`src/sv/ffba_pkg.sv`:
```
`timescale 1ns / 1ps
// Shared types, constants and codes of the first-fit block allocator.
package ffba_pkg;

  localparam int MAX_BLOCKS     = 16;
  localparam int OVERHEAD_BYTES = 24;
  localparam int IDX_W          = (MAX_BLOCKS > 1) ? $clog2(MAX_BLOCKS) : 1;
  localparam int CNT_W          = $clog2(MAX_BLOCKS + 1);
  localparam int QUEUE_DEPTH    = 2;
  localparam int QPTR_W         = (QUEUE_DEPTH > 1) ? $clog2(QUEUE_DEPTH) : 1;
  localparam int QCNT_W         = $clog2(QUEUE_DEPTH + 1);

  localparam logic OP_ALLOC = 1'b0;
  localparam logic OP_FREE  = 1'b1;

  localparam logic [1:0] STATUS_OK        = 2'd0;
  localparam logic [1:0] STATUS_NO_SPACE  = 2'd1;
  localparam logic [1:0] STATUS_ZERO_SIZE = 2'd2;
  localparam logic [1:0] STATUS_NOT_FOUND = 2'd3;

  typedef enum logic [1:0] {
    CLS_ALLOC,
    CLS_ZERO,
    CLS_FREE
  } ffba_cls_e;

  typedef enum logic [1:0] {
    ST_IDLE,
    ST_MATCH,
    ST_RESOLVE
  } ffba_state_e;

  typedef struct packed {
    logic        operation;
    logic [23:0] request_size;
    logic [31:0] address;
  } ffba_req_t;

  typedef struct packed {
    logic [1:0]  status;
    logic [31:0] data_address;
  } ffba_rsp_t;

  typedef struct packed {
    ffba_cls_e   cls;
    logic [23:0] size;
    logic [31:0] addr;
  } ffba_cmd_t;

endpackage

```
`src/sv/first_fit_block_allocator.sv`:
```
`timescale 1ns / 1ps
// Top level of the first-fit block allocator: register port, front end and back end.
//
// Requests enter on req_valid_i / req_stall_o / req_i; an item is taken at a
// clock edge with req_valid_i high and req_stall_o low. Each request gives
// exactly one result on rsp_valid_o / rsp_stall_i / rsp_o, in request order.
// An allocate of a nonzero size reuses the first free block in table order
// that is large enough, else appends a block from the bump pointer; a free
// marks the block whose data address matches.
// With an empty queue, a request passes through the queue, the work register,
// the match registers and the result register. The back end runs its
// match-then-resolve sequence over the block table one request at a time.
// A two-entry queue sits between front and back, so requests are taken while
// a result waits; once it fills, req_stall_o rises. While a result is valid and
// rsp_stall_i is high, the result register holds its item and the back end waits.
// Reset empties the table, the queue and the result register, and clears
// heap_base and heap_size to 0. Write heap_base (address 0) and heap_size
// (address 4) over the register port only while no request is in flight.
module first_fit_block_allocator (
  input  logic                clk_i,
  input  logic                rst_ni,
  input  logic                psel,
  input  logic                penable,
  input  logic                pwrite,
  input  logic [2:0]          paddr,
  input  logic [31:0]         pwdata,
  output logic [31:0]         prdata,
  output logic                pready,
  input  logic                req_valid_i,
  output logic                req_stall_o,
  input  ffba_pkg::ffba_req_t req_i,
  output logic                rsp_valid_o,
  input  logic                rsp_stall_i,
  output ffba_pkg::ffba_rsp_t rsp_o
);
  import ffba_pkg::*;

  logic [31:0] heap_base_q;
  logic [23:0] heap_size_q;
  logic        cfg_write;
  logic        cmd_valid;
  logic        cmd_pop;
  ffba_cmd_t   cmd;

  assign pready    = 1'b1;
  assign cfg_write = psel && penable && pwrite && pready;
  assign prdata    = paddr[2] ? {8'b0, heap_size_q} : heap_base_q;

  always_ff @(posedge clk_i or negedge rst_ni) begin
    if (!rst_ni) begin
      heap_base_q <= '0;
      heap_size_q <= '0;
    end else if (cfg_write) begin
      if (paddr[2]) begin
        heap_size_q <= pwdata[23:0];
      end else begin
        heap_base_q <= pwdata;
      end
    end
  end

  ffba_front u_front (
    .clk_i       (clk_i),
    .rst_ni      (rst_ni),
    .req_valid_i (req_valid_i),
    .req_stall_o (req_stall_o),
    .req_i       (req_i),
    .cmd_valid_o (cmd_valid),
    .cmd_o       (cmd),
    .cmd_pop_i   (cmd_pop)
  );

  ffba_back u_back (
    .clk_i       (clk_i),
    .rst_ni      (rst_ni),
    .cmd_valid_i (cmd_valid),
    .cmd_i       (cmd),
    .cmd_pop_o   (cmd_pop),
    .heap_base_i (heap_base_q),
    .heap_size_i (heap_size_q),
    .rsp_valid_o (rsp_valid_o),
    .rsp_stall_i (rsp_stall_i),
    .rsp_o       (rsp_o)
  );

endmodule

```
`src/sv/ffba_front.sv`:
```
`timescale 1ns / 1ps
// Front end: accepts request items, classifies them and queues them for the back end.
module ffba_front (
  input  logic              clk_i,
  input  logic              rst_ni,
  input  logic              req_valid_i,
  output logic              req_stall_o,
  input  ffba_pkg::ffba_req_t req_i,
  output logic              cmd_valid_o,
  output ffba_pkg::ffba_cmd_t cmd_o,
  input  logic              cmd_pop_i
);
  import ffba_pkg::*;

  ffba_cmd_t         q_mem_q [QUEUE_DEPTH];
  logic [QPTR_W-1:0] wr_ptr_q, wr_ptr_d;
  logic [QPTR_W-1:0] rd_ptr_q, rd_ptr_d;
  logic [QCNT_W-1:0] cnt_q, cnt_d;
  logic              push;
  logic              pop;
  ffba_cmd_t         cmd_new;

  assign req_stall_o = (cnt_q == QCNT_W'(QUEUE_DEPTH));
  assign push        = req_valid_i && !req_stall_o;
  assign cmd_valid_o = (cnt_q != '0);
  assign pop         = cmd_pop_i && cmd_valid_o;
  assign cmd_o       = q_mem_q[rd_ptr_q];

  always_comb begin
    cmd_new.size = req_i.request_size;
    cmd_new.addr = req_i.address;
    if (req_i.operation == OP_FREE) begin
      cmd_new.cls = CLS_FREE;
    end else if (req_i.request_size == '0) begin
      cmd_new.cls = CLS_ZERO;
    end else begin
      cmd_new.cls = CLS_ALLOC;
    end
  end

  always_comb begin
    wr_ptr_d = wr_ptr_q;
    rd_ptr_d = rd_ptr_q;
    cnt_d    = cnt_q;
    if (push) begin
      wr_ptr_d = (wr_ptr_q == QPTR_W'(QUEUE_DEPTH - 1)) ? '0 : wr_ptr_q + 1'b1;
    end
    if (pop) begin
      rd_ptr_d = (rd_ptr_q == QPTR_W'(QUEUE_DEPTH - 1)) ? '0 : rd_ptr_q + 1'b1;
    end
    if (push && !pop) begin
      cnt_d = cnt_q + 1'b1;
    end else if (pop && !push) begin
      cnt_d = cnt_q - 1'b1;
    end
  end

  always_ff @(posedge clk_i or negedge rst_ni) begin
    if (!rst_ni) begin
      wr_ptr_q <= '0;
      rd_ptr_q <= '0;
      cnt_q    <= '0;
    end else begin
      wr_ptr_q <= wr_ptr_d;
      rd_ptr_q <= rd_ptr_d;
      cnt_q    <= cnt_d;
    end
  end

  always_ff @(posedge clk_i) begin
    if (push) begin
      q_mem_q[wr_ptr_q] <= cmd_new;
    end
  end

endmodule

```
`src/sv/ffba_back.sv`:
```
`timescale 1ns / 1ps
// Back end: block table, first-fit match, bump allocation and result register.
module ffba_back (
  input  logic                clk_i,
  input  logic                rst_ni,
  input  logic                cmd_valid_i,
  input  ffba_pkg::ffba_cmd_t cmd_i,
  output logic                cmd_pop_o,
  input  logic [31:0]         heap_base_i,
  input  logic [23:0]         heap_size_i,
  output logic                rsp_valid_o,
  input  logic                rsp_stall_i,
  output ffba_pkg::ffba_rsp_t rsp_o
);
  import ffba_pkg::*;

  ffba_state_e           state_q, state_d;
  ffba_cmd_t             work_q;
  logic [MAX_BLOCKS-1:0] hit_q, hit_d;
  logic                  no_space_q, no_space_d;
  logic [31:0]           new_data_q, new_data_d;
  logic [24:0]           need_q, need_d;

  logic [23:0]           entry_size_q [MAX_BLOCKS];
  logic [31:0]           entry_data_q [MAX_BLOCKS];
  logic [MAX_BLOCKS-1:0] entry_free_q, entry_free_d;
  logic [CNT_W-1:0]      count_q, count_d;
  logic [23:0]           used_q, used_d;

  logic                  rsp_valid_q;
  ffba_rsp_t             rsp_q, rsp_d;

  logic                  load_work;
  logic                  load_match;
  logic                  resolve_fire;
  logic                  hit_any;
  logic [IDX_W-1:0]      hit_idx;
  logic                  append;
  logic [23:0]           remaining;

  always_comb begin
    state_d = state_q;
    case (state_q)
      ST_IDLE: begin
        if (cmd_valid_i) begin
          state_d = ST_MATCH;
        end
      end
      ST_MATCH: begin
        state_d = ST_RESOLVE;
      end
      ST_RESOLVE: begin
        if (!rsp_valid_q || !rsp_stall_i) begin
          state_d = ST_IDLE;
        end
      end
      default: begin
        state_d = ST_IDLE;
      end
    endcase
  end

  always_comb begin
    load_work    = 1'b0;
    load_match   = 1'b0;
    resolve_fire = 1'b0;
    case (state_q)
      ST_IDLE:    load_work    = cmd_valid_i;
      ST_MATCH:   load_match   = 1'b1;
      ST_RESOLVE: resolve_fire = !rsp_valid_q || !rsp_stall_i;
      default:    load_work    = 1'b0;
    endcase
  end

  assign cmd_pop_o = load_work;

  always_comb begin
    for (int i = 0; i < MAX_BLOCKS; i++) begin
      if (CNT_W'(i) < count_q) begin
        if (work_q.cls == CLS_FREE) begin
          hit_d[i] = (entry_data_q[i] == work_q.addr);
        end else begin
          hit_d[i] = entry_free_q[i] && (entry_size_q[i] >= work_q.size);
        end
      end else begin
        hit_d[i] = 1'b0;
      end
    end
    remaining  = (heap_size_i > used_q) ? heap_size_i - used_q : '0;
    need_d     = {1'b0, work_q.size} + 25'(OVERHEAD_BYTES);
    no_space_d = need_d > {1'b0, remaining};
    new_data_d = heap_base_i + {8'b0, used_q} + 32'(OVERHEAD_BYTES);
  end

  always_comb begin
    hit_any = 1'b0;
    hit_idx = '0;
    for (int i = MAX_BLOCKS - 1; i >= 0; i--) begin
      if (hit_q[i]) begin
        hit_any = 1'b1;
        hit_idx = IDX_W'(i);
      end
    end
  end

  always_comb begin
    rsp_d              = '0;
    rsp_d.status       = STATUS_OK;
    entry_free_d       = entry_free_q;
    count_d            = count_q;
    used_d             = used_q;
    append             = 1'b0;
    case (work_q.cls)
      CLS_ZERO: begin
        rsp_d.status = STATUS_ZERO_SIZE;
      end
      CLS_FREE: begin
        if (hit_any) begin
          entry_free_d[hit_idx] = 1'b1;
        end else begin
          rsp_d.status = STATUS_NOT_FOUND;
        end
      end
      CLS_ALLOC: begin
        if (hit_any) begin
          entry_free_d[hit_idx] = 1'b0;
          rsp_d.data_address    = entry_data_q[hit_idx];
        end else if (count_q >= CNT_W'(MAX_BLOCKS) || no_space_q) begin
          rsp_d.status = STATUS_NO_SPACE;
        end else begin
          append                                  = 1'b1;
          entry_free_d[count_q[IDX_W-1:0]]        = 1'b0;
          rsp_d.data_address                      = new_data_q;
          count_d                                 = count_q + 1'b1;
          used_d                                  = used_q + need_q[23:0];
        end
      end
      default: begin
        rsp_d.status = STATUS_NOT_FOUND;
      end
    endcase
  end

  always_ff @(posedge clk_i or negedge rst_ni) begin
    if (!rst_ni) begin
      state_q      <= ST_IDLE;
      entry_free_q <= '0;
      count_q      <= '0;
      used_q       <= '0;
      rsp_valid_q  <= 1'b0;
    end else begin
      state_q <= state_d;
      if (resolve_fire) begin
        entry_free_q <= entry_free_d;
        count_q      <= count_d;
        used_q       <= used_d;
        rsp_valid_q  <= 1'b1;
      end else if (!rsp_stall_i) begin
        rsp_valid_q  <= 1'b0;
      end
    end
  end

  always_ff @(posedge clk_i) begin
    if (load_work) begin
      work_q <= cmd_i;
    end
    if (load_match) begin
      hit_q      <= hit_d;
      no_space_q <= no_space_d;
      need_q     <= need_d;
      new_data_q <= new_data_d;
    end
    if (resolve_fire) begin
      rsp_q <= rsp_d;
    end
    if (resolve_fire && append) begin
      entry_size_q[count_q[IDX_W-1:0]] <= work_q.size;
      entry_data_q[count_q[IDX_W-1:0]] <= new_data_q;
    end
  end

  assign rsp_valid_o = rsp_valid_q;
  assign rsp_o       = rsp_q;

endmodule

```
`config.mk`:
```
export PLATFORM = sky130hd
export DESIGN_NAME = first_fit_block_allocator
export DESIGN_NICKNAME = d
export VERILOG_FILES = /design/src/sv/ffba_pkg.sv /design/src/sv/first_fit_block_allocator.sv /design/src/sv/ffba_front.sv /design/src/sv/ffba_back.sv
export SDC_FILE = /design/constraint.sdc
export NUM_CORES = 2
export LEC_CHECK = 0
export ABC_AREA = 1
export BUFFER_PORTS_ARGS = -buffer_cell sky130_fd_sc_hd__buf_2
export CAP_MARGIN = 20
export CELL_PAD_IN_SITES_DETAIL_PLACEMENT = 2
export CELL_PAD_IN_SITES_GLOBAL_PLACEMENT = 2
export CORE_MARGIN = 4
export CORE_UTILIZATION = 47
export CTS_BUF_LIST = sky130_fd_sc_hd__clkbuf_2 sky130_fd_sc_hd__clkbuf_4 sky130_fd_sc_hd__clkbuf_8
export DETAILED_ROUTE_END_ITERATION = 8
export PLACE_DENSITY_LB_ADDON = 0.1
export SYNTH_ARGS = -nofsm -noshare
export SYNTH_HDL_FRONTEND = slang
export SYNTH_SLANG_ARGS = --single-unit
```
`constraint.sdc`:
```
create_clock -name clk_i -period 22.5 [get_ports clk_i]
set_input_delay 4.5 -clock clk_i [delete_from_list [all_inputs] [get_ports clk_i]]
set_output_delay 4.5 -clock clk_i [all_outputs]
set_load 0.01 [all_outputs]
```
======== Word level (Yosys, flattened, before mapping) ========
Memory sizes are Yosys's and may differ from the RTL's. A register that Yosys moved wholly into a read port is not among the register bits.
Cells that the tools add are included.
W data, S select, Z words.
word-level totals
  bits in registers ....................... 215
  memory bits (writable) .................. 1012
  input port bits ......................... 99
  output and inout bits ................... 69
  word-level logic and storage cells ...... 245
  memories ................................ 3
memories
  name                 words  width  rd ports  clocked after Yosys merged registers in  write ports  RTL line          source
  u_back.entry_data_q  16     32     17        0                                        1            ffba_back.sv:25   logic [31:0] entry_data_q [MAX_BLOCKS];
  u_back.entry_size_q  16     24     16        0                                        1            ffba_back.sv:24   logic [23:0] entry_size_q [MAX_BLOCKS];
  u_front.q_mem_q      2      58     1         1                                        1            ffba_front.sv:15  ffba_cmd_t q_mem_q [QUEUE_DEPTH];
cells by class
  $add $sub $neg .......................... 10
  $lt $le $gt $ge ......................... 39
  equal/unequal tests ..................... 26
  mux-type cells .......................... 85
  bitwise gates (word level) .............. 8
  reduce and logical (&&, ||, !) cells .... 43
operators by type and width
  operator                 number
  $eq A32 B32 Y1           16
  $ge A24 B24 Y1           16
  $mux W32                 3
  $mux W4                  16
  $mux W1                  50
  $mux W16                 3
  $lt A4 B5 Y1 const A     8
  $add A32 B24 Y32         1
  $add A32 B5 Y32 const B  1
  $and A16 B16 Y16         2
  $not A16 Y16             2
  $pmux W16 S2             1
  $add A24 B5 Y25 const B  1
  $gt A25 B24 Y1           1
  $logic_and A1 B1 Y1      25
  $add A24 B24 Y24         1
  $gt A24 B24 Y1           1
  $logic_not A24 Y1        1
  $mux W24                 1
  $sub A24 B24 Y24         1
  $lt A3 B5 Y1 const A     4
  $or A16 B16 Y16          1
  $mux W2                  7
  $pmux W2 S3              2
  other kinds (21)         46

======== Logic depth before layout (Yosys ltp) ========
  word-level depth ........................ 24
  mapped depth ............................ 37
  mapped depth without buffers ............ 36

======== Cells and area by module ========
From an unflattened synthesis, not the netlist that was laid out.
second synthesis, totals
  cells, all modules ...................... 6312
  area total of the unflattened synthesis .. 67322.1 sq um
by module, submodules not included
  module                     times used  cells an instance  area each (sq um)  sequential area each (sq um)
  ffba_back                  1           5613               60169.0            33061.7
  ffba_front                 1           356                4543.1             3583.4
  first_fit_block_allocator  1           343                2610.0             1401.3

======== Worst setup path after synthesis ========
No wires, ideal clock.
  kind .................................... input port to flip-flop
  from .................................... input rsp_stall_i
  to ...................................... memory u_back.entry_data_q[6][0], enable pin
  library setup time ...................... 0.608 ns
  data arrival time ....................... 13.229 ns
  required time ........................... 21.892 ns
  path slack .............................. 8.663 ns
  cell stages on the path ................. 7
  path buffers ............................ 0
  cell sequence ........................... nand2_1 > inv_1 > nor3_1 > inv_1 > nor3_1 > clkinv_1 > nor4_1
between the ends
  word-level cells in the longest chain between the ends .. 6
ends and longest elaborated chain
  element                        RTL line                         source
  start: declaration             first_fit_block_allocator.sv:33  input logic rsp_stall_i,
  $logic_not A1 Y1               ffba_back.sv:70                  ST_RESOLVE: resolve_fire = !rsp_valid_q || !rsp_stall_i;
  $logic_or A1 B1 Y1             ffba_back.sv:70
  $mux W1                        ffba_back.sv:67                  case (state_q)
  named net u_back.resolve_fire  ffba_back.sv:35                  logic resolve_fire;
  $logic_and A1 B1 Y1            ffba_back.sv:177                 if (resolve_fire && append) begin
  $mux W1                        ffba_back.sv:177
  $mux W1 (implied by the code)  ffba_back.sv:179                 entry_data_q[count_q[IDX_W-1:0]] <= new_data_q;
  end: declaration               ffba_back.sv:25
The timed path passes the listed nets, and every way through them passes these cells.

======== Worst setup path after layout ========
  from .................................... input paddr[2]
  to ...................................... output prdata[1]
between the ends
  word-level cells in the longest chain between the ends .. 1
ends and longest elaborated chain
  element             RTL line                         source
  start: declaration  first_fit_block_allocator.sv:25  input logic [2:0] paddr,
  $mux W32            first_fit_block_allocator.sv:47  assign prdata = paddr[2] ? {8'b0, heap_size_q} : heap_base_q;
  end: declaration    first_fit_block_allocator.sv:27  output logic [31:0] prdata,
Every way passes these cells.

==> flow_results.org <==
** Setup path
- Cell family with most CP delay :: buffers and inverters
- Data on the critical path arrives at its endpoint at 6.36 ns.
- Across all register-to-register paths, the minimum setup slack is approximately 16 ns.
- STA classifies the critical path startpoint as a primary input.
- Critical Path Slowest Stage Cell :: sky130_fd_sc_hd__clkinv_1
- Combined buffer and inverter count along the critical path :: 3
- Walking the worst path, the cells encountered are buf_2 > clkinv_1 > o21ai_0 > buf_2.
- Critical Setup Path Class :: primary input to output pin
- Critical path data required time :: between 15 and 20 ns
- Library cell appearing most often on the critical path :: sky130_fd_sc_hd__buf_2
- STA classifies the critical path endpoint as an output pin.
- On the worst path, the slowest cell contributes a delay of 0.76 ns.
- Worst-path maximum fanout :: 34

** STA
- Summed over all failing endpoints, the final setup total negative slack is 0 ns.
- Normalized max-slew margin :: 16.5%
- RSZ-0062 raised after global routing :: no
- For the pin with the worst max-slew slack, the measured transition is between 1 and 1.5 ns.
- The clock arrives with 0.0408 ns of skew.
- Count of endpoints failing setup in the final report :: 0
- Hold violation count in the final report :: 0
- Min Tclk post-route :: 10.86 ns
- Derived from the worst setup path, the maximum achievable clock frequency is between 90 and 100 MHz.
- The max-slew violation count was 0.
- Share of the cycle needed by the critical path after routing :: between 40 and 50%

** Synth
- In this run the mean area of a mapped cell was 10.3 µm².
- After synthesis, the share of flip-flops with an asynchronous set or reset is 8.40%.
- Arithmetic-cell share of the synthesized area counting full adders, half adders and majority gates :: 9.61%
- The most used flip-flop cell after synthesis is sky130_fd_sc_hd__edfxtp_1.
- Yosys cell types :: 63
- Largest family of logic cells by synthesized area :: simple AND/OR/NAND/NOR gates
- Synth Warn # :: 0
- Multiplexer share of the synthesized area :: 0%
- Synthesized-area fraction occupied by and/or/nand/nor cells :: ~18%
- The number of nets in the synthesized netlist is roughly 7000.
- Sequential area share after synthesis :: 56.9%
- Summing the areas of all compound-gate instances in the mapped netlist gives 7.83% of the synthesized area.
- Number of storage elements in the synthesis netlist :: ~1300
- Syn Inst Count :: 6493
- Counting flops with a built-in enable in the synthesized netlist gives about 1200.
- After Yosys synthesis, XOR and XNOR cells account for under 10% of the synthesized area.
- In this run the cell area of the synthesized design comes to 66900 µm².

** Clock tree
- Post-CTS sizing :: 0
- In this run the number of H-tree levels came out at 4.
- Post-CTS setup buffer count :: 0
- After clock tree synthesis, the clock-pin slew on the worst setup and hold paths is 0.06 ns.
- CTS Buf Count :: 223
- The longest clock path from root to sink contains 3 buffers.
- In this run, post-CTS hold repair placed 0 buffers.
- CTS Sinks :: 1285
- CTS Root Cell :: sky130_fd_sc_hd__clkbuf_8
- TritonCTS built the clock tree.
- Insertion delay to the later sink of the worst-skew pair :: 0.97 ns

** Global routing
- Entering global routing, the biggest net connects 121 pins.
- Wire length of the first global-routing pass :: 410000 µm
- For this run, the total global-route usage over all layers was measured as 37.5%.
- Global routing finished with a remaining overflow of 0.
- Number of antenna violations at the first check in global routing :: 11
- The number of global-route vias before repair is 61000.

** Floorplan
- Die footprint :: 148000 µm²
- # IOs :: 168
- Once the floorplan was initialized, standard cells occupied 47.3% of the core.
- Floorplan row count :: 138
- Die width :: 385 µm
- The total area inside the core boundary comes to 141000 µm².
- In this run the vertical extent of the chip is 385 µm.

** Routing
- The count of nets left with antenna violations once routing finished came out at 0.
- The first TritonRoute pass finished after 6 iterations.
- For this block, the via count after detailed routing is about 55000.
- After detailed routing, the total wire length is 287000 µm.
- Number of DRC markers in iteration 0 :: 5220
- Per-cell via count in the routed design :: 6.24
- DRC :: 0
- Dividing the detail-routed wire length by the instance count gives around 32 µm.

** Hold path
- Kind of path behind the tightest hold check :: flop to flop

** Pwr
- Of the total power, the share spent switching nets is 45.4%.
- Leakage :: between 0.03 and 0.04 µW
- Summed over all nets, the switching power comes to between 4000 and 5000 µW.
- Internal power summed over all cells :: 5440 µW
- The completed layout was analyzed and its total power is 9980 µW.
- Max rail drop VDD :: about 0.000094 V
- In this run, the clock network consumes 22.6% of the power.
- Sequential cell fraction of total power :: 34.5%
- Dividing total power by cell area gives a power density of 134 nW/µm².
- Fraction of power consumed by combinational cells :: 42.8%

** Finish
- Fill cell total of the finished layout :: around 14000
- Across the whole layout, storage elements account for 38000 µm².
- Multi-input gate area in the final layout :: 26700 µm²
- Final core utilization :: a little over half
- The final layout contains 7374 nets.
- The finished layout holds around 8800 standard cells, fillers aside.
- Area Growth Syn to Fin :: 11.7%
- Leading cell types in the layout, fill and taps excluded :: sky130_fd_sc_hd__nand2_1, sky130_fd_sc_hd__edfxtp_1, sky130_fd_sc_hd__ha_1
- The library cell used most frequently in the layout, excluding fill and tap cells, is sky130_fd_sc_hd__nand2_1.
- Cells with a size suffix above 1 make up 10.6% of the layout.
- Final cell area excluding filler cells :: 74700 µm²

** Place
- The count of buffers added on input and output ports is 164.
- The placed instances occupy a cell area of 70200 µm².
- Dpl hpwl :: about 180000 µm
- Final weighted congestion of routability-driven global placement :: 0.898
- Counting tap cells, the placed design contains a total of around 8400 instances.

** Flow run
- Max-cap violations in this run came to 0.

** Status
- Result of the run :: finished, final reports clean
-- per-stage QoR --
step / worst slack, ns / hold WS, ns
6_report: 11.64 / 0.504
4_1_cts: 11.61 / 0.510
5_1_grt: 11.42 / 0.545
3_3_place_gp: 11.71 / 0.466
3_5_place_dp: 11.63 / 0.495
2_1_floorplan: 8.66 / 0.452
-- cells by family (layout without fill, tap and decap cells) --
logic type / count (synthesis) / after routing
fa+ha+maj: 512 / 512
buf+inv: 592 / 1044
compound gates: 894 / 894
flops: 1285 / 1285
xor+xnor: 347 / 347
other cells: 1 / 5
simple gates: 2862 / 2862
-- synthesized netlist by cell type (all sizes together) (21+ instances only) --
cell type	count	area [µm²]
nand2	1982	7450
edfxtp	1177	35300
ha	509	6370
nand3	382	1910
inv	332	1250
a21oi	324	1620
o21ai	312	1570
nor2	280	1070
xor2	190	1660
xnor2	157	1380
clkbuf	155	582
dfrtp	108	2700
buf	101	513
nand4	74	463
a211oi	62	465
nor3	57	300
nor4	50	325
a211o	26	228
o2111ai	23	201
o22ai	22	138
or2	21	131
-- worst paths after layout --
check,cells past startpoint,end,start
max,4,prdata[1],paddr[2]
min,2,heap_size_q[0],heap_size_q[0]
max reg2reg,20,u_back.no_space_q,u_back.work_q[35]
min reg2reg,2,heap_size_q[0],heap_size_q[0]
max in group asynchronous,2,u_back.used_q[23],rst_ni
min in group asynchronous,1,u_back.state_q[1],rst_ni
-- layer usage --
metal	global-route usage (%)	share of wire (%)	wire, µm
met1	44.0	37	107000
met2	64.4	49	140000
met3	6.21	6.7	19300
met4	22.8	7.2	20500
met5	0	0.011	31
-- tightest hold or removal path: stages, from the launching register on --
cell and delay, ns:
sky130_fd_sc_hd__dfrtp_1 0.35, sky130_fd_sc_hd__nand2_1 0.06, sky130_fd_sc_hd__o21ai_0 0.06
-- power by group through the flow --
| stage | registers (µW) | clock network, µW | logic, µW |
|---|---|---|---|
| after detailed placement | 3470 | 0 | 4020 |
| after global placement | 3450 | 0 | 3700 |
| final | 3450 | 2260 | 4270 |
| after CTS | 3430 | 2250 | 4180 |
| after floorplan | 3360 | 0 | 2300 |
| after global routing | 3450 | 2370 | 4570 |
-- cell type report --
type	instances	area share (%)
repair buffers	301	2.56
flip-flops and latches	1285	50.9
inverters	336	1.70
multi-input cells	4616	35.7
well taps	1890	3.16
diodes	4	0.0134
clock buffers	322	5.31
clock inverters	85	0.651
-- sequential cells by signal, indices dropped and copies added, names as in the netlist, 32 cells and up --
name	cells
u_back.new_data_q	32
u_back.entry_data_q	512
heap_base_q	32
u_front.q_mem_q	116
u_back.rsp_o	34
u_back.entry_size_q	384
u_back.work_q	58
Power figures use the tool's default switching activity.
